$ cat src/hdl/i2rt_pkg.sv
// shared types, constants and helper functions of integer_to_radix_text
package i2rt_pkg;

  typedef enum logic [1:0] {
    ST_IDLE,
    ST_DIV,
    ST_SIGN,
    ST_EMIT
  } state_t;

  typedef enum logic [1:0] {
    PH_HUND,
    PH_TENS,
    PH_ONES,
    PH_COMMA
  } phase_t;

  typedef struct packed {
    logic       hund;
    logic [3:0] tens;
    logic [3:0] ones;
  } dec_t;

  localparam int unsigned RADIX_W = 7;

  localparam logic [RADIX_W-1:0] RADIX_RESET = 7'd10;
  localparam logic [RADIX_W-1:0] MIN_RADIX   = 7'd2;
  localparam logic [RADIX_W-1:0] HEX_LIMIT   = 7'd16;

  localparam logic [7:0] ASCII_ZERO  = 8'h30;
  localparam logic [7:0] ASCII_A     = 8'h41;
  localparam logic [7:0] ASCII_MINUS = 8'h2D;
  localparam logic [7:0] ASCII_COMMA = 8'h2C;

  // register select: address bit 2 picks the register slot
  localparam logic ADDR_RADIX = 1'b0;

  // 0-9 then A-F
  function automatic logic [7:0] hex_glyph(input logic [3:0] d);
    logic [7:0] res;
    if (d < 4'd10) begin
      res = ASCII_ZERO + {4'b0, d};
    end else begin
      res = ASCII_A + {4'b0, d} - 8'd10;
    end
    return res;
  endfunction

  // decimal split of a digit up to 127 by compares and subtraction
  function automatic dec_t dec_split(input logic [6:0] d);
    dec_t       res;
    logic [6:0] r;
    logic [6:0] t10;
    res = '0;
    r   = d;
    if (d >= 7'd100) begin
      res.hund = 1'b1;
      r        = d - 7'd100;
    end
    for (int k = 9; k >= 1; k--) begin
      if (res.tens == 4'd0 && r >= 7'(10 * k)) begin
        res.tens = 4'(k);
      end
    end
    t10      = {res.tens, 3'b000} + {2'b00, res.tens, 1'b0};
    res.ones = 4'(r - t10);
    return res;
  endfunction

endpackage

$ cat src/hdl/integer_to_radix_text.sv
// integer_to_radix_text: signed integer to text in a set base, one character per transaction
//
//  channel  | direction | transaction contents
//  ---------+-----------+----------------------------------------------------
//  in_*     | slave     | tdata: value (VALUE_BITS, two's complement)
//  out_*    | master    | tdata: text_char (8); tlast: last character of the text
//  cfg_*    | APB slave | radix at byte address 0 (7 bits, reset 10)
//
// one value at a time: each digit takes VALUE_BITS steps of a bit-serial
// restoring divide (one quotient bit per cycle through a 7-bit remainder),
// then comes the sign step, and the characters leave as out_tready allows;
// bases above 16 emit each digit as decimal text with leading zeros dropped
// and commas between.
// synchronous active-low reset clears control and sets radix to 10.
// a stalled output holds its character; the divider can run on the next value meanwhile.
module integer_to_radix_text #(
  parameter int unsigned VALUE_BITS = 32
) (
  input  logic                                  clk,
  input  logic                                  rst_n,
  // input stream
  input  logic                                  in_tvalid,
  output logic                                  in_tready,
  input  logic [((VALUE_BITS + 7) / 8) * 8-1:0] in_tdata,   // [VALUE_BITS-1:0] value
  // output stream
  output logic                                  out_tvalid,
  input  logic                                  out_tready,
  output logic [7:0]                            out_tdata,  // [7:0] text_char
  output logic                                  out_tlast,
  // configuration
  input  logic                                  cfg_psel,
  input  logic                                  cfg_penable,
  input  logic                                  cfg_pwrite,
  input  logic [2:0]                            cfg_paddr,
  input  logic [31:0]                           cfg_pwdata,
  output logic [31:0]                           cfg_prdata,
  output logic                                  cfg_pready
);

  localparam int unsigned NDIG_W = $clog2(VALUE_BITS + 1);
  localparam int unsigned BIT_W  = $clog2(VALUE_BITS);
  localparam int unsigned RW     = i2rt_pkg::RADIX_W;

  // ---------------------------------------------------------------------------
  // configuration register
  // ---------------------------------------------------------------------------
  logic [RW-1:0] radix_r;
  logic          cfg_wr;

  assign cfg_pready = 1'b1;
  assign cfg_wr     = cfg_psel && cfg_penable && cfg_pwrite && cfg_pready &&
                      (cfg_paddr[2] == i2rt_pkg::ADDR_RADIX);

  always_ff @(posedge clk) begin
    if (!rst_n) begin
      radix_r <= i2rt_pkg::RADIX_RESET;
    end else if (cfg_wr) begin
      radix_r <= cfg_pwdata[RW-1:0];
    end
  end

  assign cfg_prdata = (cfg_paddr[2] == i2rt_pkg::ADDR_RADIX) ?
                      {{(32 - RW){1'b0}}, radix_r} : 32'd0;

  // ---------------------------------------------------------------------------
  // datapath and control registers
  // ---------------------------------------------------------------------------
  i2rt_pkg::state_t state_r, state_nxt;
  i2rt_pkg::phase_t phase_r, phase_nxt;

  logic [VALUE_BITS-1:0] mag_r, mag_nxt;        // dividend, quotient shifts in at the bottom
  logic [RW-1:0]         rem_r, rem_nxt;        // running remainder
  logic [RW-1:0]         base_r, base_nxt;      // effective base latched per value
  logic                  neg_r, neg_nxt;
  logic [BIT_W-1:0]      bitcnt_r, bitcnt_nxt;
  logic [NDIG_W-1:0]     ndig_r, ndig_nxt;      // digits held on the stack

  // digit stack: top (most significant digit) sits at entry 0
  logic [RW-1:0] stk_r [VALUE_BITS];
  logic          push, pop;

  // input side
  logic [VALUE_BITS-1:0] raw;
  logic [VALUE_BITS-1:0] raw_mag;
  logic [RW-1:0]         base_eff;
  logic                  in_acc;

  assign raw      = in_tdata[VALUE_BITS-1:0];
  assign raw_mag  = raw[VALUE_BITS-1] ? (~raw + {{(VALUE_BITS - 1){1'b0}}, 1'b1}) : raw;
  assign base_eff = (radix_r < i2rt_pkg::MIN_RADIX) ? i2rt_pkg::MIN_RADIX : radix_r;
  assign in_tready = (state_r == i2rt_pkg::ST_IDLE);
  assign in_acc    = in_tvalid && in_tready;

  // one restoring-division step
  logic [RW:0]           trial;
  logic [RW:0]           diff;
  logic                  qbit;
  logic [RW-1:0]         rem_step;
  logic [VALUE_BITS-1:0] quo_step;
  logic                  last_bit;

  assign trial    = {rem_r, mag_r[VALUE_BITS-1]};
  assign diff     = trial - {1'b0, base_r};
  assign qbit     = (trial >= {1'b0, base_r});
  assign rem_step = qbit ? diff[RW-1:0] : trial[RW-1:0];
  assign quo_step = {mag_r[VALUE_BITS-2:0], qbit};
  assign last_bit = (bitcnt_r == BIT_W'(VALUE_BITS - 1));

  // character formation from the top digit
  i2rt_pkg::dec_t dec;
  logic [7:0]     glyph;
  logic           large_base;
  logic           final_digit;

  assign dec         = i2rt_pkg::dec_split(stk_r[0]);
  assign glyph       = i2rt_pkg::hex_glyph(stk_r[0][3:0]);
  assign large_base  = (base_r > i2rt_pkg::HEX_LIMIT);
  assign final_digit = (ndig_r == NDIG_W'(1));

  // output register
  logic       out_valid_r;
  logic [7:0] out_char_r;
  logic       out_last_r;
  logic       slot_free;
  logic       emit;
  logic [7:0] emit_char;
  logic       emit_last;

  assign slot_free = !out_valid_r || out_tready;

  // ---------------------------------------------------------------------------
  // sequencer: next state and step controls
  // ---------------------------------------------------------------------------
  always_comb begin
    state_nxt  = state_r;
    phase_nxt  = phase_r;
    mag_nxt    = mag_r;
    rem_nxt    = rem_r;
    base_nxt   = base_r;
    neg_nxt    = neg_r;
    bitcnt_nxt = bitcnt_r;
    ndig_nxt   = ndig_r;
    push       = 1'b0;
    pop        = 1'b0;
    emit       = 1'b0;
    emit_char  = glyph;
    emit_last  = 1'b0;

    unique case (state_r)
      i2rt_pkg::ST_IDLE: begin
        if (in_acc) begin
          mag_nxt    = raw_mag;
          neg_nxt    = raw[VALUE_BITS-1];
          base_nxt   = base_eff;
          rem_nxt    = '0;
          bitcnt_nxt = '0;
          ndig_nxt   = '0;
          state_nxt  = i2rt_pkg::ST_DIV;
        end
      end

      i2rt_pkg::ST_DIV: begin
        mag_nxt    = quo_step;
        rem_nxt    = rem_step;
        bitcnt_nxt = bitcnt_r + BIT_W'(1);
        if (last_bit) begin
          // digit done: stack the remainder, restart on the quotient
          push       = 1'b1;
          ndig_nxt   = ndig_r + NDIG_W'(1);
          rem_nxt    = '0;
          bitcnt_nxt = '0;
          if (quo_step == '0) begin
            state_nxt = i2rt_pkg::ST_SIGN;
          end
        end
      end

      i2rt_pkg::ST_SIGN: begin
        phase_nxt = i2rt_pkg::PH_HUND;
        if (!neg_r) begin
          state_nxt = i2rt_pkg::ST_EMIT;
        end else if (slot_free) begin
          emit      = 1'b1;
          emit_char = i2rt_pkg::ASCII_MINUS;
          state_nxt = i2rt_pkg::ST_EMIT;
        end
      end

      i2rt_pkg::ST_EMIT: begin
        if (!large_base) begin
          // one glyph per digit
          emit_char = glyph;
          emit_last = final_digit;
          if (slot_free) begin
            emit     = 1'b1;
            pop      = 1'b1;
            ndig_nxt = ndig_r - NDIG_W'(1);
            if (final_digit) begin
              state_nxt = i2rt_pkg::ST_IDLE;
            end
          end
        end else begin
          // decimal text per digit, leading zeros dropped, commas between
          unique case (phase_r)
            i2rt_pkg::PH_HUND: begin
              emit_char = i2rt_pkg::ASCII_ZERO + {7'b0, dec.hund};
              if (!dec.hund) begin
                phase_nxt = i2rt_pkg::PH_TENS;
              end else if (slot_free) begin
                emit      = 1'b1;
                phase_nxt = i2rt_pkg::PH_TENS;
              end
            end
            i2rt_pkg::PH_TENS: begin
              emit_char = i2rt_pkg::ASCII_ZERO + {4'b0, dec.tens};
              if (!dec.hund && dec.tens == 4'd0) begin
                phase_nxt = i2rt_pkg::PH_ONES;
              end else if (slot_free) begin
                emit      = 1'b1;
                phase_nxt = i2rt_pkg::PH_ONES;
              end
            end
            i2rt_pkg::PH_ONES: begin
              emit_char = i2rt_pkg::ASCII_ZERO + {4'b0, dec.ones};
              emit_last = final_digit;
              if (slot_free) begin
                emit = 1'b1;
                if (final_digit) begin
                  state_nxt = i2rt_pkg::ST_IDLE;
                end else begin
                  phase_nxt = i2rt_pkg::PH_COMMA;
                end
              end
            end
            i2rt_pkg::PH_COMMA: begin
              emit_char = i2rt_pkg::ASCII_COMMA;
              if (slot_free) begin
                emit      = 1'b1;
                pop       = 1'b1;
                ndig_nxt  = ndig_r - NDIG_W'(1);
                phase_nxt = i2rt_pkg::PH_HUND;
              end
            end
            default: begin
              phase_nxt = i2rt_pkg::PH_HUND;
            end
          endcase
        end
      end

      default: begin
        state_nxt = i2rt_pkg::ST_IDLE;
      end
    endcase
  end

  // control state
  always_ff @(posedge clk) begin
    if (!rst_n) begin
      state_r  <= i2rt_pkg::ST_IDLE;
      phase_r  <= i2rt_pkg::PH_HUND;
      bitcnt_r <= '0;
      ndig_r   <= '0;
    end else begin
      state_r  <= state_nxt;
      phase_r  <= phase_nxt;
      bitcnt_r <= bitcnt_nxt;
      ndig_r   <= ndig_nxt;
    end
  end

  // datapath
  always_ff @(posedge clk) begin
    mag_r  <= mag_nxt;
    rem_r  <= rem_nxt;
    base_r <= base_nxt;
    neg_r  <= neg_nxt;
  end

  // digit stack: push shifts down, pop shifts up
  always_ff @(posedge clk) begin
    if (push) begin
      stk_r[0] <= rem_step;
      for (int i = 1; i < VALUE_BITS; i++) begin
        stk_r[i] <= stk_r[i-1];
      end
    end else if (pop) begin
      for (int i = 0; i < VALUE_BITS - 1; i++) begin
        stk_r[i] <= stk_r[i+1];
      end
    end
  end

  // ---------------------------------------------------------------------------
  // output register: the sequencer refills it in the cycle it is taken
  // ---------------------------------------------------------------------------
  always_ff @(posedge clk) begin
    if (!rst_n) begin
      out_valid_r <= 1'b0;
    end else if (emit) begin
      out_valid_r <= 1'b1;
    end else if (out_tready) begin
      out_valid_r <= 1'b0;
    end
  end

  always_ff @(posedge clk) begin
    if (emit) begin
      out_char_r <= emit_char;
      out_last_r <= emit_last;
    end
  end

  assign out_tvalid = out_valid_r;
  assign out_tdata  = out_char_r;
  assign out_tlast  = out_last_r;

endmodule

$ cat config.mk
export PLATFORM = sky130hd
export DESIGN_NAME = integer_to_radix_text
export DESIGN_NICKNAME = d
export VERILOG_FILES = /design/src/hdl/i2rt_pkg.sv /design/src/hdl/integer_to_radix_text.sv
export SDC_FILE = /design/constraint.sdc
export NUM_CORES = 1
export LEC_CHECK = 0
export ABC_AREA = 1
export BUFFER_PORTS_ARGS = -buffer_cell sky130_fd_sc_hd__buf_4
export CORE_ASPECT_RATIO = 0.7
export CORE_MARGIN = 4
export CORE_UTILIZATION = 45
export DETAILED_ROUTE_END_ITERATION = 8
export PLACE_DENSITY_LB_ADDON = 0.25
export SLEW_MARGIN = 20
export SYNTH_ARGS = -nofsm -noshare
export SYNTH_HDL_FRONTEND = slang
export SYNTH_SLANG_ARGS = --single-unit
export TNS_END_PERCENT = 50
$ cat constraint.sdc
create_clock -name clk -period 8.8 [get_ports clk]
set_input_delay 0.88 -clock clk [delete_from_list [all_inputs] [get_ports clk]]
set_output_delay 0.88 -clock clk [all_outputs]
set_load 0.02 [all_outputs]
Yosys cells after proc, flatten, opt, wreduce, memory -nomap -nowiden
Memories as Yosys holds them, arrays and structs flattened.
Cells that the tools add are included.
{ "classes": {"addsub": 14, "magnitude_cmp": 14, "eq_ne": 20, "muxes": 106, "bitwise_logic": 33, "n_reduce_logical": 38} }
{ "op_table": {"columns": ["operator", "n"], "rows": [
  ["$mux 7", 36],
  ["$mux 32", 2],
  ["$pmux 32 s2", 1],
  ["$logic_not 4->1", 9],
  ["$mux 4", 9],
  ["$mux 2", 17],
  ["$add 32x1->32 const B", 1],
  ["$logic_not 32->1", 1],
  ["$mux 8", 4],
  ["$not 32->32", 1],
  ["$pmux 8 s4", 1],
  ["$or 1x1->1", 31],
  ["$mux 6", 5],
  ["$ge 7x7->1 const B", 4],
  ["$add 6x4->7 const A", 3],
  ["$ge 7x6->1 const B", 3],
  ["$mux 1", 20],
  ["$pmux 6 s3", 1],
  ["$pmux 2 s4", 2],
  ["$pmux 8 s2", 1],
  ["$ne 3x3->1 const B", 5],
  ["$ge 7x5->1 const B", 2],
  ["$pmux 7 s2", 1],
  ["$logic_and 1x1->1", 13],
  ["other kinds (39)", 52]
]} }
{ "totals": {"regBits": 79, "ram_bits": 224, "inputBits": 74, "out_inout_bits": 44, "elab_cells": 238, "mem_count": 1} }
{ "memory_table": {"columns": ["memory", "words", "word_bits", "read_ports", "rd_ports_with_merged_regs", "wr", "line_no", "text"], "rows": [
  ["stk_r", 32, 7, 32, 0, 32, "integer_to_radix_text.sv:79", "logic [RW-1:0] stk_r [VALUE_BITS];"]
]} }

Depth between registers and ports, before layout
An unclocked memory read counts as a cell.
{ "depth": {"ltp_word": 36, "mapped_depth": 23, "ltp_nobuf": 23} }

Least setup slack after synthesis
OpenSTA, ideal clock, no wires.
{ "synth_timing": {"kind": "register to register", "from": "register bitcnt_r[0]", "to": "memory stk_r[0][0] (netlist name) (enable)", "arrival_ps": 5104, "path_slack_ps": 2002, "stages_incl_launch_ff": 9, "path_buffers": 2, "period_less_slack_ps": 6798, "path_cell_list": "dfxtp_1 > ha_1 > inv_1 > nor3_1 > ha_1 > nand2_1 > clkbuf_1 > clkbuf_1 > nand2_1"} }
{ "synth_lines": {"columns": ["element", "line_no", "text"], "rows": [
  ["start, declared", "integer_to_radix_text.sv:75", "logic [BIT_W-1:0] bitcnt_r, bitcnt_nxt;"],
  ["start signal, assigned", "integer_to_radix_text.sv:267", "bitcnt_r <= bitcnt_nxt;"],
  ["end, declared", "integer_to_radix_text.sv:79", null]
]} }

==> run metrics <==
Die H 161 microns; Nets 1793; Critical path buffers and inverters 5; Critical Path AT 3.82 ns; initial DRC count 945; CTS H-tree lvls 1; CP Cell Sequence ha_1 -> inv_1 -> nor3_1 -> ha_1 -> nand2_4 -> inv_2 -> buf_4 -> nor2_4 -> clkinv_2 -> buf_6 -> o21ai_0; Netlist Area Pre-Place 15100 sq um; dpl cells 2083; most frequent cells in the layout nand2_1, edfxtp_1, o21ai_0; clk_skew 0.0132 ns; GPL Wtd Cong 0.830; cell repeated most along the worst path ha_1; Skew-Pair Late Insertion Delay 0.57 ns; Tmin final 3.54 ns; Initial Utilization 0.462; Fin. Hold Viols 0; drt drc 0; max-cap violations 0; largest net degree at the start of global routing 128; fin crit share 0.402; Via density 5.09; worst r2r dst stk_r[1][6]$_DFFE_PP_; clock buffer depth 3; post-CTS setup buffers 0; Core Region 32700 sq um; overall power 3.95 mW; crit path capture type register; Max Fclk 282 MHz; Crit path max-delay family buffers and inverters; die width 227 microns; Worst Setup SP bitcnt_r[0]$_SDFFE_PN0P_; R2R Path Start bitcnt_r[0]$_SDFFE_PN0P_; Hold/Removal Path Class reg2reg; Ports 118; DR WL/cell 13.8 microns; Post-synth EDFFs 279; setup TNS 0 ns; Setup violations, final 0; CTS tree yes; final slew viol count 0; post-route ant nets 0; Post-Syn Area per Cell 9.14 sq um; YS warnings 0; most common cell after layout, fill and taps aside nand2_1; vias in the first global route 10200; Final HPWL DP 19000 microns; RSZ-0062 raised after global routing no; Synth Instances 1654; clock sink total 302; Crit Path Class reg2reg; fin cells 2137; sequential element share of the synthesized area 0.585; Top FF cell, synth edfxtp_1; critical path's largest stage delay 0.62 ns; Cell Rows 55; share of layout cells above drive strength 1 0.0994; post-cts resize count 0; Inserted Clock Buffers 29; relative slew slack 0.348; IO buf count 63; Layout area overhead 10.8%; gr ovfl total 0; outcome finished clean; Worst R2R Setup Slack 5.26 ns; Via Count 10900; initial antenna violation count 0; critical path depth 11; CP Launch Type register; CP max FO 127; router iterations before antenna repair 5; WP data required 9.08 ns; ys async rst share 0; #FFs+latches synth 302; peak supply drop 153 uV; clock root buffer clkbuf_16; All-Layer GR Usage 0.158; Clock transition at path regs 0.06 ns; DRT Wirelength 29400 microns; number of diodes 0; Pleak 6.90 nW; hold_buf cts 0; WHS Path Cells 0; CP endpoint stk_r[1][6]$_DFFE_PP_; R2R cell count 11; first-pass GRT wire length 49200 microns; Pwr per Cell Area 236 nW/um^2; DIE AREA 36600 sq um; slowest CP cell buf_6; worst-margin pin slew 0.978 ns; Synth cell types 48
worst min-delay path by stage:
stage / from / to / slack, ns
global placement: radix_r[2]$_SDFFE_PN0P_ / base_r[2]$_SDFFCE_PN0P_ / 0.42
CTS: radix_r[2]$_SDFFE_PN0P_ / base_r[2]$_SDFFCE_PN0P_ / 0.43
global route: radix_r[2]$_SDFFE_PN0P_ / base_r[2]$_SDFFCE_PN0P_ / 0.46
finish: radix_r[2]$_SDFFE_PN0P_ / base_r[2]$_SDFFCE_PN0P_ / 0.43
detailed placement: radix_r[2]$_SDFFE_PN0P_ / base_r[2]$_SDFFCE_PN0P_ / 0.42
floorplan: stk_r[1][98]$_DFFE_PP_ / stk_r[1][105]$_DFFE_PP_ / 0.43
routing by layer:
| metal | up-vias | GRT usage | share of wire |
|---|---|---|---|
| li1 | 5500 | - | - |
| met1 | 5124 | 0.252 | 0.52 |
| met2 | 213 | 0.231 | 0.42 |
| met3 | 32 | 0.0274 | 0.046 |
| met4 | 0 | 0.0247 | 0.013 |
| met5 | - | 0 | 0 |
metrics by stage:
stage	util	area [sq um]	setup WS, ns	hold slack [ns]
2_1_floorplan	-	15200	2.00	0.427
3_3_place_gp	0.484	15800	4.84	0.417
3_5_place_dp	0.484	15800	4.77	0.415
4_1_cts	0.511	16700	4.77	0.431
5_1_grt	0.512	16700	4.84	0.463
6_report	0.512	16700	5.26	0.428
cells in the mapped netlist, types with 2 or more instances:
master      n  area share
o31ai_1     3      0.0015
xnor2_1     7      0.0041
inv_2      11      0.0027
edfxtp_1  279        0.55
nor4_1     11      0.0046
nand4_1     9      0.0037
nor3_2      3      0.0020
a211oi_1    5      0.0025
nor3_1     13      0.0043
conb_1      2     0.00050
buf_4      27       0.013
buf_1       5      0.0012
o22ai_1     3      0.0012
ha_1       30       0.025
inv_1     127       0.032
o21ai_0   140       0.046
o21ai_2     2      0.0012
nand3_2     7      0.0046
xor2_1     12      0.0070
nand4_2     2      0.0017
or2_2       3      0.0012
clkbuf_1   49       0.012
nor2_4      4      0.0030
a221oi_1    3      0.0017
o21ai_1    11      0.0036
nand2_2     9      0.0037
nor2_1    114       0.028
a31oi_1     7      0.0029
nand3_1    38       0.013
o211ai_1    7      0.0035
buf_2      14      0.0046
nor2_2      4      0.0017
clkinv_1    3     0.00074
nand2_1   605        0.15
nand2_4     3      0.0022
a21oi_1    48       0.016
dfxtp_1    23       0.030
final cells by class:
| cell class | count | area [sq um] |
|---|---|---|
| Multi-Input combinational cell | 1141 | 5380 |
| Tap cell | 427 | 534 |
| Sequential cell | 302 | 8840 |
| Inverter | 141 | 531 |
| Clock inverter | 20 | 140 |
| Fill cell | 2988 | 15900 |
| Clock buffer | 33 | 751 |
| Timing Repair Buffer | 73 | 568 |
power breakdown:
group	switching [mW]	leakage (nW)	internal, mW
registers	0.0831	2.73	1.79
logic	0.603	3.74	0.282
clock network	0.542	0.439	0.644
total	1.23	6.90	2.72
logic make-up after synthesis:
logic type | share of synthesized area
compound gates | 0.0841
other cells | 0.000497
xor+xnor | 0.0110
simple gates | 0.227
buf+inv | 0.0665
flops | 0.585
fa+ha+maj | 0.0262
state kept, by name, summed over array words and instances, names as in the netlist, 5 cells and up:
register / flops
out_tdata: 7
radix_r: 7
rem_r: 7
base_r: 7
ndig_r: 6
bitcnt_r: 5
stk_r: 224
mag_r: 32
(Power assumes the default switching activity.)
